===== src/rtl/hdur_pkg.sv =====
// shared types and constants for the hid descriptor usage rewriter
package hdur_pkg;

  // parser phase within one descriptor item
  typedef enum logic [1:0] {
    PH_HEADER   = 2'd0,
    PH_LONG_LEN = 2'd1,
    PH_LONG_TAG = 2'd2,
    PH_DATA     = 2'd3
  } phase_t;

  localparam logic [3:0] TAG_LONG_ITEM = 4'b1111;
  localparam logic [1:0] TYPE_LOCAL    = 2'd2;
  localparam logic [7:0] USE_JOYSTICK  = 8'h04;
  localparam logic [7:0] USE_GAMEPAD   = 8'h05;
  localparam logic [7:0] USE_MULTIAXIS = 8'h08;

  // result of parsing one word
  typedef struct packed {
    logic [7:0] data;
    logic       rewritten;
    logic       truncated;
  } parse_res_t;

  // short item data length from its size code
  function automatic logic [2:0] short_size(input logic [1:0] code);
    logic [2:0] n;
    case (code)
      2'd0:    n = 3'd0;
      2'd1:    n = 3'd1;
      2'd2:    n = 3'd2;
      default: n = 3'd4;
    endcase
    return n;
  endfunction

endpackage


===== src/rtl/hid_descriptor_usage_rewriter.sv =====
// top level: input register, item parser and result register
// an accepted input word passes through the input register and then the result register to the out_ side
// throughput: one word per cycle while out_ready stays high, set by the single parse step between the registers
// ready ripples back from out_ready through both register stages
// reset (rst_n low, synchronous) empties both stages and puts the parser
// at an item header with no pending data bytes
module hid_descriptor_usage_rewriter (
  input  logic       clk,
  input  logic       rst_n,
  input  logic       in_valid,
  output logic       in_ready,
  input  logic [7:0] in_byte,
  input  logic       in_last_byte,
  output logic       out_valid,
  input  logic       out_ready,
  output logic [7:0] out_byte,
  output logic       out_last,
  output logic       out_was_rewritten,
  output logic       out_truncated
);

  logic                 s1_valid_r;
  logic [7:0]           s1_byte_r;
  logic                 s1_last_r;
  logic                 out_valid_r;
  logic [7:0]           out_byte_r;
  logic                 out_last_r;
  logic                 out_rew_r;
  logic                 out_trunc_r;
  logic                 s2_load;
  logic                 s1_adv;
  hdur_pkg::parse_res_t res;

  // stage advance control
  assign s2_load  = !out_valid_r || out_ready;
  assign s1_adv   = s1_valid_r && s2_load;
  assign in_ready = !s1_valid_r || s2_load;

  // input register
  always_ff @(posedge clk) begin
    if (!rst_n) begin
      s1_valid_r <= 1'b0;
    end else if (in_ready) begin
      s1_valid_r <= in_valid;
    end
  end

  always_ff @(posedge clk) begin
    if (in_valid && in_ready) begin
      s1_byte_r <= in_byte;
      s1_last_r <= in_last_byte;
    end
  end

  // parse step
  hdur_parser u_parser (
    .clk     (clk),
    .rst_n   (rst_n),
    .adv     (s1_adv),
    .in_data (s1_byte_r),
    .in_last (s1_last_r),
    .res     (res)
  );

  // result register
  always_ff @(posedge clk) begin
    if (!rst_n) begin
      out_valid_r <= 1'b0;
    end else if (s2_load) begin
      out_valid_r <= s1_valid_r;
    end
  end

  always_ff @(posedge clk) begin
    if (s1_adv) begin
      out_byte_r  <= res.data;
      out_last_r  <= s1_last_r;
      out_rew_r   <= res.rewritten;
      out_trunc_r <= res.truncated;
    end
  end

  assign out_valid         = out_valid_r;
  assign out_byte          = out_byte_r;
  assign out_last          = out_last_r;
  assign out_was_rewritten = out_rew_r;
  assign out_truncated     = out_trunc_r;

  // a rewritten word always carries the multi-axis usage
  assert property (@(posedge clk) disable iff (!rst_n)
    (out_valid && out_was_rewritten) |-> (out_byte == hdur_pkg::USE_MULTIAXIS))
    else $error("rewritten word does not hold multi-axis usage");

  // truncation is flagged only on the final word
  assert property (@(posedge clk) disable iff (!rst_n)
    (out_valid && out_truncated) |-> out_last)
    else $error("truncated flag on a non-final word");

  // a rewrite completes its item, so it never comes with truncation
  assert property (@(posedge clk) disable iff (!rst_n)
    out_valid |-> !(out_was_rewritten && out_truncated))
    else $error("rewritten word flagged as truncated");

  // both stages are empty right after reset
  assert property (@(posedge clk)
    !rst_n |=> (!out_valid_r && !s1_valid_r))
    else $error("pipeline not empty after reset");

endmodule


===== src/rtl/hdur_parser.sv =====
// item boundary parser state and byte rewrite logic
module hdur_parser (
  input  logic                  clk,
  input  logic                  rst_n,
  input  logic                  adv,
  input  logic [7:0]            in_data,
  input  logic                  in_last,
  output hdur_pkg::parse_res_t  res
);

  hdur_pkg::phase_t phase_r, phase_nxt;
  logic [7:0]       left_r, left_nxt;
  logic             one_local_r, one_local_nxt;
  logic [2:0]       short_n;
  logic [7:0]       left_dec;

  assign short_n  = hdur_pkg::short_size(in_data[1:0]);
  assign left_dec = (left_r != 8'd0) ? (left_r - 8'd1) : left_r;

  // next state and output word
  always_comb begin
    phase_nxt     = phase_r;
    left_nxt      = left_r;
    one_local_nxt = one_local_r;
    res.data      = in_data;
    res.rewritten = 1'b0;
    case (phase_r)
      hdur_pkg::PH_HEADER: begin
        if (in_data[7:4] == hdur_pkg::TAG_LONG_ITEM) begin
          one_local_nxt = 1'b0;
          phase_nxt     = hdur_pkg::PH_LONG_LEN;
        end else if (short_n != 3'd0) begin
          left_nxt      = {5'd0, short_n};
          one_local_nxt = (short_n == 3'd1) && (in_data[3:2] == hdur_pkg::TYPE_LOCAL);
          phase_nxt     = hdur_pkg::PH_DATA;
        end
      end
      hdur_pkg::PH_LONG_LEN: begin
        left_nxt  = in_data;
        phase_nxt = hdur_pkg::PH_LONG_TAG;
      end
      hdur_pkg::PH_LONG_TAG: begin
        one_local_nxt = 1'b0;
        phase_nxt     = (left_r != 8'd0) ? hdur_pkg::PH_DATA : hdur_pkg::PH_HEADER;
      end
      default: begin
        if (one_local_r && (in_data == hdur_pkg::USE_JOYSTICK ||
                            in_data == hdur_pkg::USE_GAMEPAD)) begin
          res.data      = hdur_pkg::USE_MULTIAXIS;
          res.rewritten = 1'b1;
        end
        left_nxt = left_dec;
        if (left_dec == 8'd0) begin
          one_local_nxt = 1'b0;
          phase_nxt     = hdur_pkg::PH_HEADER;
        end
      end
    endcase
    res.truncated = in_last && (phase_nxt != hdur_pkg::PH_HEADER);
    // end of descriptor returns to the idle parse state
    if (in_last) begin
      phase_nxt     = hdur_pkg::PH_HEADER;
      left_nxt      = 8'd0;
      one_local_nxt = 1'b0;
    end
  end

  // parser state registers
  always_ff @(posedge clk) begin
    if (!rst_n) begin
      phase_r     <= hdur_pkg::PH_HEADER;
      left_r      <= 8'd0;
      one_local_r <= 1'b0;
    end else if (adv) begin
      phase_r     <= phase_nxt;
      left_r      <= left_nxt;
      one_local_r <= one_local_nxt;
    end
  end

endmodule

===== config.mk =====
export PLATFORM = sky130hd
export DESIGN_NAME = hid_descriptor_usage_rewriter
export DESIGN_NICKNAME = d
export VERILOG_FILES = /design/src/rtl/hdur_pkg.sv /design/src/rtl/hid_descriptor_usage_rewriter.sv /design/src/rtl/hdur_parser.sv
export SDC_FILE = /design/constraint.sdc
export NUM_CORES = 1
export LEC_CHECK = 0
export CELL_PAD_IN_SITES_DETAIL_PLACEMENT = 0
export CELL_PAD_IN_SITES_GLOBAL_PLACEMENT = 1
export CORE_ASPECT_RATIO = 1.75
export CORE_MARGIN = 10
export CORE_UTILIZATION = 25
export CTS_BUF_LIST = sky130_fd_sc_hd__clkbuf_4 sky130_fd_sc_hd__clkbuf_8
export DETAILED_ROUTE_END_ITERATION = 7
export DONT_BUFFER_PORTS = 1
export PLACE_DENSITY_LB_ADDON = 0.1
export SKIP_LAST_GASP = 1
export SYNTH_ARGS = -nofsm -noshare
export SYNTH_HDL_FRONTEND = slang
export SYNTH_SLANG_ARGS = --single-unit

===== constraint.sdc =====
create_clock -name clk -period 2.6 [get_ports clk]
set_input_delay 0.13 -clock clk [delete_from_list [all_inputs] [get_ports clk]]
set_output_delay 0.13 -clock clk [all_outputs]
set_load 0.02 [all_outputs]

==> reports/results.md <==
* **initial antenna violation count** 0
* **placement row count** 40
* **Yosys top cell by area** edfxtp_1
* **maximum number of pins on one net before global-route repair** 15
* **sequential cell area** 861 um2
* **sequential-to-total area share from yosys stat** 0.496
* **number of DRC markers in iteration 0** 84
* **normalized max-slew margin** 0.257
* **clock sink total** 33
* **fin crit period** 2330 ps
* **number of buffers added by the clock tree synthesis step** 5
* **buffer levels on the longest clock path** 2
* **reported max-cap violation count** 0
* **Synth Area in Compound Gates** 0.174
* **Port Buf Inserts** 0
* **combinational group share of total power** 0.097
* **Chip Width** 83.0 um
* **fraction of the mapped netlist area in simple logic gates** 0.228
* **share of async-settable or async-resettable flops after synthesis** 0
* **gr ovfl total** 0
* **clock latency at the later pin of the worst-skew pair** 290 ps
* **RePlAce Congestion** 0.842
* **count of yosys warnings during synthesis** 0
* **initial standard-cell utilization of the core** 0.255
* **share of the synthesized area in the top cell type** 0.346
* **dominant delay contributor by cell family on the critical path** simple AND/OR/NAND/NOR gates
* **leakage** 0.690 nW
* **largest fanout on the critical path** 9
* **proportion of layout cells with a drive suffix above 1** 0.0995
* **RSZ-0062 raised after global routing** no
* **# IOs** 26
* **combined area of the multi-input logic cells** 772 um2
* **top cells by area in the synthesized netlist** edfxtp_1 (35%), dfxtp_1 (15%), nor2_1 (4.3%)
* **netlist area before placement** 0.00174 mm2
* **Die ar.** 0.0108 mm2
* **Finish-stage setup viols** 0
* **critical-path cell with the highest stage delay** or3b_2
* **minimum hold slack** 17.4 ps
* **number of storage elements in the synthesis netlist** 33
* **max-slew violation count** 0
* **share of the core filled with cells** 0.295
* **Final Hold Vio Count** 0
* **via count normalized by instance count** 5.21
* **post-route standard cell area excluding fillers** 0.00201 mm2
* **power density relative to cell area** 553 mW/mm2
* **Crit path buffers/inverters** 1
* **synthesized-area fraction occupied by xor and xnor cells** 0.0151
* **via count of the first global-routing pass** 1443
* **placeable core region** 0.00681 mm2
* **switching share of power** 0.262
* **startpoint class of the critical path** flip-flop
* **Post-synth EDFFs** 20
* **worst setup path category** flip-flop to flip-flop
* **main flop type after synthesis** edfxtp_1
* **data required time at the worst endpoint** 2630 ps
* **clock slew at reported path FFs** 70 ps
* **area of placed instances** 0.00181 mm2
* **cell chain of the critical path** inv_1 > ha_1 > or3b_2 > or2_1 > a311oi_1 > o221a_2 > a211oi_1
* **crit share post-route** 0.897
* **via total after detailed routing** 1434
* **Clk Tree Root Cell** clkbuf_8
* **syn avg cell area** 9.59 um2
* **overall routing resource usage** 0.0973
* **diode count** 0
* **result of the run** completed
* **number of detailed-routing iterations run before antenna repair** 4
* **CTS tree** built
* **Worst path max stage delay** 510 ps
* **adder-cell area share of the yosys netlist** 0.0144
* **number of cells produced by synthesis** 181
* **clock skew** 3.52 ps
* **post-layout net count** 205
* **sw power** 0.291 mW
* **kind of end point of the critical path** flip-flop
* **Final HPWL DP** 4150 um
* **mux contribution to synthesized area** 0.0122
* **Post-synth top cells** edfxtp_1 (20), nor2_1 (20), dfxtp_1 (13), nand2_1 (12), clkbuf_1 (10)
* **drc violations** 0
* **first-pass GRT wire length** 8160 um
* **Int Power** 0.819 mW
* **arrival time worst endpoint** 2360 ps
* **Post-Synthesis Net Count** 196
* **die span in y** 130 um
* **CTS H-Tree Depth** 2
* **wire length after detailed routing** 5330 um
* **fill count** 748
* **count of cell types in the netlist** 49
* **min-delay worst type** primary input to flip-flop
* **Worst Tran Pin Value** 1110 ps
* **sum of negative setup slack** 0 ps
* **area growth from synthesis to layout** 15.6%
* **sequential share of power** 0.551
* **Clock Power Share** 0.352
* **post-detailed-route wirelength per cell** 19.4 um
* **maximum operating frequency** 429 MHz
* **number of nets with antenna violations after detailed routing** 0
* **largest family of logic cells by synthesized area** simple AND/OR/NAND/NOR gates
* **maximum vdd drop** 0.213 mV
[cells in the final DEF (no fill, tap or decap), types with 4 or more instances in the layout]
cell	count
dlygate4sd3_1	11
inv_1	8
nand3_1	5
clkbuf_8	5
o31ai_1	4
buf_4	5
nor3_1	8
edfxtp_1	20
a21oi_1	6
dfxtp_1	13
a22oi_1	7
o21ai_0	7
nor2_1	20
nand2_1	12
[layer usage]
| layer | global-route usage | share of wire | vias up |
|---|---|---|---|
| li1 | - | - | 682 |
| met1 | 0.0807 | 0.34 | 700 |
| met2 | 0.203 | 0.59 | 41 |
| met3 | 0.0225 | 0.037 | 11 |
| met4 | 0.0523 | 0.027 | 0 |
| met5 | 0 | 0 | - |
[kinds of logic after synthesis]
kind of cell | count (synthesis)
AO/OA/AOI/OAI | 43
AND/OR/NAND/NOR | 75
adder cells (fa/ha/maj) | 2
multiplexers | 2
buffers and inverters | 23
XOR/XNOR | 3
flip-flops | 33
[power by group through the flow]
stage	clock (mW)	sequential (mW)	combinational, mW
floorplan	0	0.611	0.0696
global placement	0	0.624	0.0952
detailed placement	0	0.624	0.0947
CTS	0.402	0.612	0.109
global route	0.420	0.615	0.119
finish	0.391	0.611	0.108
[area by class of cell]
type | instances | share of cell area
clock inverters | 2 | 0.00561
flip-flops and latches | 33 | 0.429
repair buffers | 16 | 0.0736
clock buffers | 6 | 0.0380
inverters | 9 | 0.0168
well taps | 84 | 0.0524
multi-input cells | 125 | 0.385
[through the flow]
step,instances,worst slack (ps),total power [mW]
after floorplan,181,392,0.681
after global placement,256,287,0.719
after detailed placement,256,290,0.718
after CTS,275,281,1.12
after global routing,275,94.6,1.15
final,275,269,1.11
[timing repair]
item | in CTS | in global routing
hold buffers | 11 | 0
gates resized for setup | 0 | 0
hold endpoints to repair | 13 | 0
buffers inserted | 0 | 0
[worst paths after layout]
path,startpoint,to,slack (ps),cells after the start
setup / recovery,u_parser.left_r[0]$_SDFFE_PN0P_,out_truncated$_DFFE_PP_,270,7
setup reg to reg,u_parser.left_r[0]$_SDFFE_PN0P_,out_truncated$_DFFE_PP_,270,7
hold reg to reg,s1_valid_r$_SDFFE_PN0N_,out_valid$_SDFFE_PN0P_,520,2
hold / removal,rst_n,u_parser.phase_r[1]$_SDFFE_PN0P_,20,2
[flip-flops by register name (all words and copies together), names as in the netlist, 2 cells and up]
register / count
out_byte: 8
s1_byte_r: 8
u_parser.left_r: 8
u_parser.phase_r: 2
Power figures use the tool's default switching activity.
